### config.mk
export PLATFORM = sky130hd
export DESIGN_NAME = drop_oldest_event_queue
export DESIGN_NICKNAME = d
export VERILOG_FILES = /design/src/rtl/deoq_pkg.sv /design/src/rtl/deoq_ram.sv /design/src/rtl/deoq_ctrl.sv /design/src/rtl/deoq_out.sv /design/src/rtl/drop_oldest_event_queue.sv
export SDC_FILE = /design/constraint.sdc
export NUM_CORES = 1
export LEC_CHECK = 0
export BUFFER_PORTS_ARGS = -buffer_cell sky130_fd_sc_hd__buf_2
export CORE_ASPECT_RATIO = 0.6
export CORE_UTILIZATION = 50
export CTS_CLUSTER_DIAMETER = 40
export DETAILED_ROUTE_END_ITERATION = 8
export GPL_TIMING_DRIVEN = 0
export PLACE_DENSITY = 0.7
export SYNTH_ARGS = -nofsm -noshare
export SYNTH_HDL_FRONTEND = slang
export SYNTH_SLANG_ARGS = --single-unit
### constraint.sdc
create_clock -name clk_i -period 15.8 [get_ports clk_i]
set_clock_uncertainty 0.2 [all_clocks]
set_input_delay 3.16 -clock clk_i [delete_from_list [all_inputs] [get_ports clk_i]]
set_output_delay 3.16 -clock clk_i [all_outputs]
set_load 0.01 [all_outputs]
### src/rtl/deoq_pkg.sv
`timescale 1ns / 1ps
// Shared types and constants for the drop-oldest event queue.
package deoq_pkg;

  localparam int CAT_W  = 8;
  localparam int WORD_W = 32;
  localparam int DROP_W = 16;

  // Record layout, lowest bits first: category, detail, extra.
  localparam int REC_W = CAT_W + 2 * WORD_W;

  localparam logic [CAT_W-1:0] REPORT_CATEGORY = CAT_W'(5);

  // Bit positions in the result tuser.
  localparam int USER_HAS_EVENT = 0;
  localparam int USER_IS_REPORT = 1;
  localparam int USER_W         = 2;

  typedef enum logic [1:0] {
    KIND_EMPTY,
    KIND_REPORT,
    KIND_RECORD
  } kind_e;

  // What an accepted pop resolved to, handed from the control to the result stage.
  typedef struct packed {
    logic              valid;
    kind_e             kind;
    logic [DROP_W-1:0] drop_cnt;
  } pop_t;

endpackage

### src/rtl/deoq_ram.sv
`timescale 1ns / 1ps
// Generic single-write, single-read RAM with registered read data.
module deoq_ram #(
  parameter  int WIDTH = 8,
  parameter  int DEPTH = 8,
  localparam int AW    = (DEPTH > 1) ? $clog2(DEPTH) : 1
) (
  input  logic             clk_i,
  input  logic             wr_en_i,
  input  logic [AW-1:0]    wr_addr_i,
  input  logic [WIDTH-1:0] wr_data_i,
  input  logic             rd_en_i,
  input  logic [AW-1:0]    rd_addr_i,
  output logic [WIDTH-1:0] rd_data_o
);

  logic [WIDTH-1:0] mem_q [DEPTH];
  logic [WIDTH-1:0] rd_data_q;

  always_ff @(posedge clk_i) begin
    if (wr_en_i) begin
      mem_q[wr_addr_i] <= wr_data_i;
    end
  end

  always_ff @(posedge clk_i) begin
    if (rd_en_i) begin
      rd_data_q <= mem_q[rd_addr_i];
    end
  end

  assign rd_data_o = rd_data_q;

endmodule

### src/rtl/deoq_ctrl.sv
`timescale 1ns / 1ps
// Queue bookkeeping: read pointer, fill count, dropped counter and RAM addressing.
module deoq_ctrl #(
  parameter  int QUEUE_DEPTH = 8,
  localparam int PTR_W       = $clog2(QUEUE_DEPTH),
  localparam int CNT_W       = $clog2(QUEUE_DEPTH + 1)
) (
  input  logic             clk_i,
  input  logic             rst_ni,
  input  logic             push_i,
  input  logic             pop_i,
  output logic             wr_en_o,
  output logic [PTR_W-1:0] wr_addr_o,
  output logic             rd_en_o,
  output logic [PTR_W-1:0] rd_addr_o,
  output deoq_pkg::pop_t   pop_o
);

  localparam int SUM_W = PTR_W + 1;
  localparam logic [PTR_W-1:0] LAST_PTR = PTR_W'(QUEUE_DEPTH - 1);
  localparam logic [CNT_W-1:0] FULL_CNT = CNT_W'(QUEUE_DEPTH);
  localparam logic [SUM_W-1:0] DEPTH_S  = SUM_W'(QUEUE_DEPTH);

  logic [PTR_W-1:0]           rd_ptr_q, rd_ptr_d;
  logic [CNT_W-1:0]           fill_q, fill_d;
  logic [deoq_pkg::DROP_W-1:0] drop_q, drop_d;

  logic             full;
  logic [PTR_W-1:0] rd_ptr_inc;
  logic [SUM_W-1:0] tail_sum;
  logic [PTR_W-1:0] tail_ptr;

  assign full       = (fill_q == FULL_CNT);
  assign rd_ptr_inc = (rd_ptr_q == LAST_PTR) ? '0 : rd_ptr_q + 1'b1;
  assign tail_sum   = SUM_W'(rd_ptr_q) + SUM_W'(fill_q);
  // The sum stays below twice the depth, so one subtract wraps it.
  assign tail_ptr   = (tail_sum >= DEPTH_S) ? PTR_W'(tail_sum - DEPTH_S) : PTR_W'(tail_sum);

  always_comb begin
    rd_ptr_d       = rd_ptr_q;
    fill_d         = fill_q;
    drop_d         = drop_q;
    wr_en_o        = 1'b0;
    wr_addr_o      = tail_ptr;
    rd_en_o        = 1'b0;
    rd_addr_o      = rd_ptr_q;
    pop_o.valid    = pop_i;
    pop_o.kind     = deoq_pkg::KIND_EMPTY;
    pop_o.drop_cnt = drop_q;
    if (push_i) begin
      wr_en_o = 1'b1;
      if (full) begin
        // Overwrite the oldest record and count it as dropped.
        wr_addr_o = rd_ptr_q;
        rd_ptr_d  = rd_ptr_inc;
        if (drop_q != '1) begin
          drop_d = drop_q + 1'b1;
        end
      end else begin
        fill_d = fill_q + 1'b1;
      end
    end else if (pop_i) begin
      if (drop_q != '0) begin
        pop_o.kind = deoq_pkg::KIND_REPORT;
        drop_d     = '0;
      end else if (fill_q != '0) begin
        pop_o.kind = deoq_pkg::KIND_RECORD;
        rd_en_o    = 1'b1;
        rd_ptr_d   = rd_ptr_inc;
        fill_d     = fill_q - 1'b1;
      end
    end
  end

  always_ff @(posedge clk_i or negedge rst_ni) begin
    if (!rst_ni) begin
      rd_ptr_q <= '0;
      fill_q   <= '0;
      drop_q   <= '0;
    end else begin
      rd_ptr_q <= rd_ptr_d;
      fill_q   <= fill_d;
      drop_q   <= drop_d;
    end
  end

  a_fill_bound: assert property (@(posedge clk_i) disable iff (!rst_ni)
    fill_q <= FULL_CNT)
    else $error("fill count exceeds queue depth");

  a_ptr_bound: assert property (@(posedge clk_i) disable iff (!rst_ni)
    rd_ptr_q <= LAST_PTR)
    else $error("read pointer out of range");

  a_drop_only_full: assert property (@(posedge clk_i) disable iff (!rst_ni)
    drop_q != '0 |-> full)
    else $error("drops pending while queue is not full");

  a_report_clears: assert property (@(posedge clk_i) disable iff (!rst_ni)
    pop_i && !push_i && drop_q != '0 |=> drop_q == '0 && $stable(fill_q))
    else $error("report did not clear drops or consumed a record");

endmodule

### src/rtl/deoq_out.sv
`timescale 1ns / 1ps
// Result stage: waits for RAM read data, builds the result beat and holds it for the sink.
module deoq_out #(
  parameter int QUEUE_DEPTH = 8
) (
  input  logic                              clk_i,
  input  logic                              rst_ni,
  input  deoq_pkg::pop_t                    pop_i,
  input  logic [deoq_pkg::REC_W-1:0]        rd_data_i,
  output logic                              s1_free_o,
  output logic                              m_axis_tvalid,
  input  logic                              m_axis_tready,
  output logic [deoq_pkg::USER_W-1:0]       m_axis_tuser,
  output logic [deoq_pkg::REC_W-1:0]        m_axis_tdata
);

  localparam logic [deoq_pkg::WORD_W-1:0] DEPTH_WORD = deoq_pkg::WORD_W'(QUEUE_DEPTH);

  logic                              s1_valid_q, s1_valid_d;
  deoq_pkg::kind_e                   s1_kind_q;
  logic [deoq_pkg::DROP_W-1:0]       s1_cnt_q;
  logic                              out_valid_q, out_valid_d;
  logic [deoq_pkg::USER_W-1:0]       out_user_q, out_user_d;
  logic [deoq_pkg::REC_W-1:0]        out_data_q, out_data_d;
  logic                              advance;

  // The RAM read lands during the cycle this stage holds the pop.
  assign advance   = s1_valid_q && (!out_valid_q || m_axis_tready);
  assign s1_free_o = !s1_valid_q || advance;

  always_comb begin
    s1_valid_d = pop_i.valid ? 1'b1 : (advance ? 1'b0 : s1_valid_q);
    out_valid_d = advance ? 1'b1 : (m_axis_tready ? 1'b0 : out_valid_q);
    out_user_d  = '0;
    out_data_d  = '0;
    case (s1_kind_q)
      deoq_pkg::KIND_REPORT: begin
        out_user_d[deoq_pkg::USER_HAS_EVENT] = 1'b1;
        out_user_d[deoq_pkg::USER_IS_REPORT] = 1'b1;
        out_data_d = {DEPTH_WORD, deoq_pkg::WORD_W'(s1_cnt_q), deoq_pkg::REPORT_CATEGORY};
      end
      deoq_pkg::KIND_RECORD: begin
        out_user_d[deoq_pkg::USER_HAS_EVENT] = 1'b1;
        out_data_d = rd_data_i;
      end
      default: begin
        out_user_d = '0;
        out_data_d = '0;
      end
    endcase
  end

  always_ff @(posedge clk_i or negedge rst_ni) begin
    if (!rst_ni) begin
      s1_valid_q  <= 1'b0;
      out_valid_q <= 1'b0;
    end else begin
      s1_valid_q  <= s1_valid_d;
      out_valid_q <= out_valid_d;
    end
  end

  always_ff @(posedge clk_i) begin
    if (pop_i.valid) begin
      s1_kind_q <= pop_i.kind;
      s1_cnt_q  <= pop_i.drop_cnt;
    end
    if (advance) begin
      out_user_q <= out_user_d;
      out_data_q <= out_data_d;
    end
  end

  assign m_axis_tvalid = out_valid_q;
  assign m_axis_tuser  = out_user_q;
  assign m_axis_tdata  = out_data_q;

endmodule

### src/rtl/drop_oldest_event_queue.sv
`timescale 1ns / 1ps
// Drop-oldest event queue: a ring of event records that overwrites the oldest when full.
// Throughput: one beat (push or pop) per cycle; a result held by the sink stalls input after one more pop.
// Result path: when a pop is accepted, the RAM read and the pop's kind register together; the
// result register loads from them once the sink is not holding an earlier result beat.
// Reset clears the read pointer, fill count, dropped counter and valid flags at once;
// record storage is not cleared and is only read after being written.
module drop_oldest_event_queue #(
  parameter int QUEUE_DEPTH = 8
) (
  input  logic                        clk_i,
  input  logic                        rst_ni,
  input  logic                        s_axis_tvalid,
  output logic                        s_axis_tready,
  input  logic                        s_axis_tuser,  // op (0 push, 1 pop)
  input  logic [deoq_pkg::REC_W-1:0]  s_axis_tdata,  // in_category, in_detail, in_extra
  output logic                        m_axis_tvalid,
  input  logic                        m_axis_tready,
  output logic [deoq_pkg::USER_W-1:0] m_axis_tuser,  // has_event, is_overflow_report
  output logic [deoq_pkg::REC_W-1:0]  m_axis_tdata   // out_category, out_detail, out_extra
);

  localparam int PTR_W = $clog2(QUEUE_DEPTH);

  logic                       s1_free;
  logic                       push;
  logic                       pop;
  logic                       wr_en;
  logic [PTR_W-1:0]           wr_addr;
  logic                       rd_en;
  logic [PTR_W-1:0]           rd_addr;
  logic [deoq_pkg::REC_W-1:0] rd_data;
  deoq_pkg::pop_t             pop_info;

  assign s_axis_tready = s1_free;
  assign push = s_axis_tvalid && s1_free && !s_axis_tuser;
  assign pop  = s_axis_tvalid && s1_free && s_axis_tuser;

  deoq_ctrl #(
    .QUEUE_DEPTH(QUEUE_DEPTH)
  ) u_ctrl (
    .clk_i    (clk_i),
    .rst_ni   (rst_ni),
    .push_i   (push),
    .pop_i    (pop),
    .wr_en_o  (wr_en),
    .wr_addr_o(wr_addr),
    .rd_en_o  (rd_en),
    .rd_addr_o(rd_addr),
    .pop_o    (pop_info)
  );

  deoq_ram #(
    .WIDTH(deoq_pkg::REC_W),
    .DEPTH(QUEUE_DEPTH)
  ) u_ram (
    .clk_i    (clk_i),
    .wr_en_i  (wr_en),
    .wr_addr_i(wr_addr),
    .wr_data_i(s_axis_tdata),
    .rd_en_i  (rd_en),
    .rd_addr_i(rd_addr),
    .rd_data_o(rd_data)
  );

  deoq_out #(
    .QUEUE_DEPTH(QUEUE_DEPTH)
  ) u_out (
    .clk_i        (clk_i),
    .rst_ni       (rst_ni),
    .pop_i        (pop_info),
    .rd_data_i    (rd_data),
    .s1_free_o    (s1_free),
    .m_axis_tvalid(m_axis_tvalid),
    .m_axis_tready(m_axis_tready),
    .m_axis_tuser (m_axis_tuser),
    .m_axis_tdata (m_axis_tdata)
  );

endmodule
**After elaboration in Yosys (flattened, before gate mapping)**

Memory sizes are Yosys's and may differ from the RTL's. A register that Yosys moved wholly into a read port is not among the register bits.
Cells that the tools add are included.

- Add/sub/neg operators: 6
- Order comparisons: 1
- Eq/ne operators: 9
- Muxes and demuxes: 35
- Reductions and logical operators: 21

Operators with widths:

| kind | number |
|---|---|
| $pmux W72 S2 | 1 |
| $mux W16 | 5 |
| $mux W3 | 9 |
| $mux W4 | 5 |
| $add A16 B1 Y16 const B | 1 |
| $ne A16 B16 Y1 const B | 1 |
| $reduce_bool A16 Y1 | 1 |
| $mux W1 | 14 |
| $reduce_and A4 Y1 | 3 |
| $reduce_bool A2 Y1 | 5 |
| $add A3 B4 Y4 | 1 |
| $add A4 B1 Y4 const B | 1 |
| $eq A4 B4 Y1 const B | 1 |
| $ge A4 B4 Y1 const B | 1 |
| $logic_and A1 B1 Y1 | 4 |
| $ne A2 B1 Y1 const B | 2 |
| $ne A2 B2 Y1 const B | 2 |
| $reduce_bool A4 Y1 | 1 |
| $reduce_or A2 Y1 | 2 |
| $sub A4 B1 Y4 const B | 1 |
| $add A3 B1 Y3 const B | 1 |
| $eq A3 B3 Y1 const B | 1 |
| $logic_not A1 Y1 | 3 |
| $sub A3 B1 Y3 const B | 1 |
| other kinds (4) | 5 |

- Register bits after elaboration: 117
- Memory bits (writable): 576
- Input bits: 77
- Output and inout bits: 76
- Memories kept: 1

Memories:

| memory | depth | width | read ports | clocked after memory_dff | write ports | line | text |
|---|---|---|---|---|---|---|---|
| u_ram.mem_q | 8 | 72 | 1 | 1 | 1 | deoq_ram.sv:17 | `logic [WIDTH-1:0] mem_q [DEPTH];` |

**Depth between registers and ports, before layout**

- Depth in word-level cells: 9
- Gate-level depth with buffers: 11

**Cells and area by module**

A second synthesis with hierarchy kept.

- Cell total of the unflattened synthesis: 1294
- Area, all modules: 29146.7 um^2

By module, submodules not included:

| module | times used | cells an instance | area each (um^2) | sequential area each (um^2) |
|---|---|---|---|---|
| deoq_ram | 1 | 917 | 24089.4 | 19458.7 |
| deoq_out | 1 | 208 | 3500.9 | 2812.7 |
| deoq_ctrl | 1 | 167 | 1540.2 | 575.6 |
| drop_oldest_event_queue | 1 | 2 | 16.3 | 0.0 |

**Worst setup path before layout**

Ideal clock, no wire load.

- Kind: input-to-reg
- From: in m_axis_tready
- To: mem u_ram.mem_q[0][0] (netlist name) (enable)
- Arrival time: 8.957 ns
- Setup slack: 6.052 ns
- Stages on the path: 6
- Buffers on the path: 1
- Path through: nand3b_1 > nand2_1 > nor2_1 > inv_2 > buf_2 > nor3_1

- Word-level cells in the longest chain between the ends: 8

Ends and longest elaborated chain:

| what | line | text |
|---|---|---|
| start: declaration | drop_oldest_event_queue.sv:18 | `input logic m_axis_tready,` |
| $logic_or A1 B1 Y1 (*) | deoq_out.sv:28 | `assign advance = s1_valid_q && (!out_valid_q \|\| m_axis_tready);` |
| $logic_and A1 B1 Y1 (*) | deoq_out.sv:28 |  |
| $logic_or A1 B1 Y1 (*) | deoq_out.sv:29 | `assign s1_free_o = !s1_valid_q \|\| advance;` |
| $logic_and A1 B1 Y1 (*) (2 in a row) | drop_oldest_event_queue.sv:36 | `assign push = s_axis_tvalid && s1_free && !s_axis_tuser;` |
| $mux W1 | deoq_ctrl.sv:50 | `if (push_i) begin` |
| $mux W1 | deoq_ram.sv:21 | `if (wr_en_i) begin` |
| $mux W1 (not written as such) | deoq_ram.sv:22 | `mem_q[wr_addr_i] <= wr_data_i;` |
| end: declaration | deoq_ram.sv:17 |  |

Every way passes the cells marked *; elsewhere a longest branch is shown, timed or not.

**Worst setup path in the final report**

- From: in m_axis_tready
- To: out s_axis_tready

- Word-level cells in the longest chain between the ends: 3

Ends and longest elaborated chain:

| what | line | text |
|---|---|---|
| $logic_or A1 B1 Y1 | deoq_out.sv:28 |  |
| $logic_and A1 B1 Y1 | deoq_out.sv:28 |  |
| $logic_or A1 B1 Y1 | deoq_out.sv:29 |  |
| end: declaration | drop_oldest_event_queue.sv:14 | `output logic s_axis_tready,` |

Every way passes these cells.

==> tab_implementation.tex <==
\begin{tabular}{lr}
\hline
Metric & Value \\
\hline
\multicolumn{2}{l}{\textbf{Status}} \\
Status & completed \\
\multicolumn{2}{l}{\textbf{Route}} \\
Routed length per placed instance & 25.0 um \\
Router iterations before antenna repair & 6 \\
Detailed-route DRC error count & 0 \\
Vias/cell & between 5 and 6 \\
Post-detailed-routing wire length & around 60,000 um \\
Post-route antenna net violation count & 0 \\
Number of vias in the routed layout & between 10,000 and 15,000 \\
First-iteration detailed-routing DRC count & between 1,000 and 1,500 \\
Met3 layer wire length in the routed design & 3890 um \\
Routed length on met2 & 28,600 um \\
Highest metal layer with signal wires & met5 \\
Sum of routed wire segments on met1 & approximately 26,000 um \\
\multicolumn{2}{l}{\textbf{Clocking}} \\
Post-CTS Resized & 0 \\
Buffer cell driving the clock tree root & sky130\_fd\_sc\_hd\_\_clkbuf\_16 \\
Count of hold-fix buffers inserted at cts & 0 \\
Deepest clock path buffer count & 3 \\
H-tree levels & 3 \\
Worst skew pair latency & 0.60 ns \\
Clock transition at the registers of the reported paths & about 0.070 ns \\
TritonCTS clock tree & yes \\
Post-CTS Setup Inserts & 0 \\
Clock sinks & 765 \\
Clock buffer count from CTS & 73 \\
\multicolumn{2}{l}{\textbf{Min path}} \\
Depth of the worst hold-timing path & 0 \\
Hold worst-path end & u\_out.s1\_cnt\_q[6]\$\_DFFE\_PP\_ \\
Path type of the worst min-delay path & reg2reg \\
Start point of the worst hold path & u\_ctrl.drop\_q[6]\$\_DFFE\_PN0P\_ \\
\multicolumn{2}{l}{\textbf{Yosys}} \\
Seq cells post-synth & 765 \\
Average cell area after synthesis & 22.3 sq um \\
Primary FF master, synth & sky130\_fd\_sc\_hd\_\_edfxtp\_1 \\
Syn\_nets & 1,381 \\
Cell area after technology mapping & 0.0288 sq mm \\
Sequential-to-total area share from yosys stat & 0.793 \\
Share of flip-flops with an asynchronous set or reset & 0.0327 \\
Cell variety after synth & 50 \\
Post-Synthesis Cells & 1,293 \\
Count of synthesis-stage warnings from yosys & 0 \\
EDFF count, synth & 740 \\
\multicolumn{2}{l}{\textbf{Layout}} \\
Fraction of final layout cells with drive strength greater than 1 & 0.353 \\
Relative area change from synthesis to final layout & 16.7\% \\
Fill cell total of the finished layout & roughly 4,000 \\
Number of nets in the layout & roughly 1,700 \\
\multicolumn{2}{l}{\textbf{Critical path}} \\
Worst R2R Path Depth & 14 \\
Worst Setup Path Type & in2out \\
Arrival time of data at the critical path endpoint & $\sim$3.8 ns \\
FF-to-FF setup slack & 11.01 ns \\
FF-to-FF End & u\_ram.mem\_q[4][26]\$\_DFFE\_PP\_ \\
Element type at the critical path end & output port \\
Required time at the endpoint of the critical path & 12.44 ns \\
Launching point of the worst reg2reg path & u\_ctrl.rd\_addr\_o[1]\$\_DFFE\_PN0P\_ \\
Startpoint type of the worst setup path & input port \\
Maximum fanout along the worst path & 7 \\
\multicolumn{2}{l}{\textbf{Global routing}} \\
Initial antenna violation count & 12 \\
Overall global routing resource usage & 0.207 \\
Via count of the first global-routing pass & 14,000 \\
Wire length of the first global-routing pass & 89,000 um \\
Largest net degree at the start of global routing & 55 \\
Total congestion overflow & 0 \\
\multicolumn{2}{l}{\textbf{Placed design}} \\
DP HPWL & $\sim$39,000 um \\
Placer congestion estimate & 0.872 \\
Quantity of I/O buffers inserted on ports & 152 \\
\multicolumn{2}{l}{\textbf{STA}} \\
Final hold violations & 0 \\
Max frequency & 140 MHz \\
Setup TNS after final layout & 0 ns \\
WHS & 0.248 ns \\
RSZ-0062 raised after global routing & no \\
Fraction of the cycle the final worst path needs & 0.453 \\
Post-layout min period & 7.15 ns \\
Number of endpoints failing setup at the final stage & 0 \\
Transition at the pin with the smallest max-transition slack & between 1 and 1.5 ns \\
Number of slew-limit violations in the final report & 0 \\
Worst slew margin & 0.279 \\
\multicolumn{2}{l}{\textbf{Die}} \\
Core ar. & 0.0563 sq mm \\
Die ar. & between 0.05 and 0.06 sq mm \\
Effective utilization at floorplan & 0.511 \\
Ports & 153 \\
Horizontal die dimension & 312 um \\
Total number of placement rows & 67 \\
Die height & 188 um \\
\multicolumn{2}{l}{\textbf{Run}} \\
Number of max-cap violations & 0 \\
\multicolumn{2}{l}{\textbf{Power}} \\
Pwr dens & 178 mW/mm\^{}2 \\
VDD IR max & 0.0813 mV \\
Cell leakage power & 11.2 nW \\
\hline
\end{tabular}
-- synthesized netlist by cell type, types with 11 or more instances --
master,count,area share
sky130_fd_sc_hd__a21oi_1,11,0.0019
sky130_fd_sc_hd__a22oi_1,16,0.0042
sky130_fd_sc_hd__a31oi_1,14,0.0030
sky130_fd_sc_hd__and2_1,55,0.012
sky130_fd_sc_hd__buf_2,23,0.0040
sky130_fd_sc_hd__clkbuf_1,30,0.0039
sky130_fd_sc_hd__dfrtp_1,25,0.022
sky130_fd_sc_hd__edfxtp_1,740,0.77
sky130_fd_sc_hd__mux2_2,72,0.028
sky130_fd_sc_hd__mux4_2,144,0.11
sky130_fd_sc_hd__nand2_1,23,0.0030
sky130_fd_sc_hd__nor2_1,33,0.0043
-- how the worst max path moves through the flow --
| stage | slack [ns] | end | depth (start not counted) | startpoint |
|---|---|---|---|---|
| after floorplan | 6.05 | u_ram.mem_q[0][0]$_DFFE_PP_ | 6 | m_axis_tready |
| after detailed placement | 8.65 | s_axis_tready | 3 | m_axis_tready |
| after CTS | 8.65 | s_axis_tready | 3 | m_axis_tready |
| after global placement | 0.15 | u_ram.mem_q[6][35]$_DFFE_PP_ | 7 | m_axis_tready |
| after global routing | 8.58 | s_axis_tready | 3 | m_axis_tready |
| final | 8.65 | s_axis_tready | 3 | m_axis_tready |
-- critical path, cell delays in order --
cell and delay, ns:
sky130_fd_sc_hd__buf_2 0.10, sky130_fd_sc_hd__nand3b_1 0.30, sky130_fd_sc_hd__buf_2 0.23
-- registers in the layout (all words and copies together) (netlist names) --
signal               flops
u_ram.mem_q            576
u_out.m_axis_tdata      72
u_ram.rd_data_o         72
u_ctrl.drop_q           16
u_out.s1_cnt_q          16
u_ctrl.fill_q            4
u_ctrl.rd_addr_o         3
u_out.m_axis_tuser       2
u_out.s1_kind_q          2
u_out.m_axis_tvalid      1
u_out.s1_valid_q         1
-- power breakdown --
part           leakage, nW  internal, W  total [W]  switching (W)
registers             7.08      0.00268    0.00277      0.0000882
logic                 3.00     0.000737    0.00158       0.000846
clock network         1.09     0.000902    0.00164       0.000733
-- cells by family after synthesis --
family / after synthesis / share of synthesized area
DFF: 765 / 0.793
adders and majority gates: 11 / 0.00530
and+or+nand+nor: 155 / 0.0310
buffers and inverters: 69 / 0.0103
muxes: 219 / 0.142
xor gates and xnor gates: 8 / 0.00243
AOI/OAI and AO/OA: 66 / 0.0156
-- cell type report --
type | count | area (sq um) | share of cell area
Sequential cell | 765 | 22800 | 0.679
Multi-Input combinational cell | 459 | 5720 | 0.170
Clock buffer | 86 | 1900 | 0.0564
Timing Repair Buffer | 205 | 1580 | 0.0469
Tap cell | 759 | 950 | 0.0282
Clock inverter | 43 | 329 | 0.00979
Buffer | 58 | 254 | 0.00755
Inverter | 11 | 41.3 | 0.00123
Antenna cell | 4 | 10.0 | 0.000298
-- metrics by stage --
step                      cell area [sq um]  setup WS, ns  total power (W)  cells  utilization
final                                 33600          8.65          0.00599   2390        0.597
after global routing                  33600          8.58          0.00624   2386        0.597
after CTS                             33600          8.65          0.00605   2386        0.597
after detailed placement              31400          8.65          0.00442   2257        0.557
after global placement                30500         0.154          0.00433   2204        0.542
after floorplan                       28800          6.05          0.00386   1293            -
-- placed cells by master (no fill, tap or decap), types with 14 or more instances in the layout --
cell type and n:
sky130_fd_sc_hd__a22oi_1 16, sky130_fd_sc_hd__a31oi_1 14, sky130_fd_sc_hd__and2_1 54, sky130_fd_sc_hd__buf_2 175
sky130_fd_sc_hd__buf_6 30, sky130_fd_sc_hd__clkbuf_1 42, sky130_fd_sc_hd__clkbuf_16 74, sky130_fd_sc_hd__dfrtp_1 25
sky130_fd_sc_hd__edfxtp_1 740, sky130_fd_sc_hd__mux2_2 72, sky130_fd_sc_hd__mux4_2 144, sky130_fd_sc_hd__nand2_1 23
sky130_fd_sc_hd__nor2_1 29
-- per-layer routing --
layer / vias up / GRT usage
li1: 5903 / -
met1: 7236 / 0.301
met2: 459 / 0.329
met3: 90 / 0.0405
met4: 10 / 0.0468
met5: - / 0
Note: power is estimated with default switching activity, not from simulation.
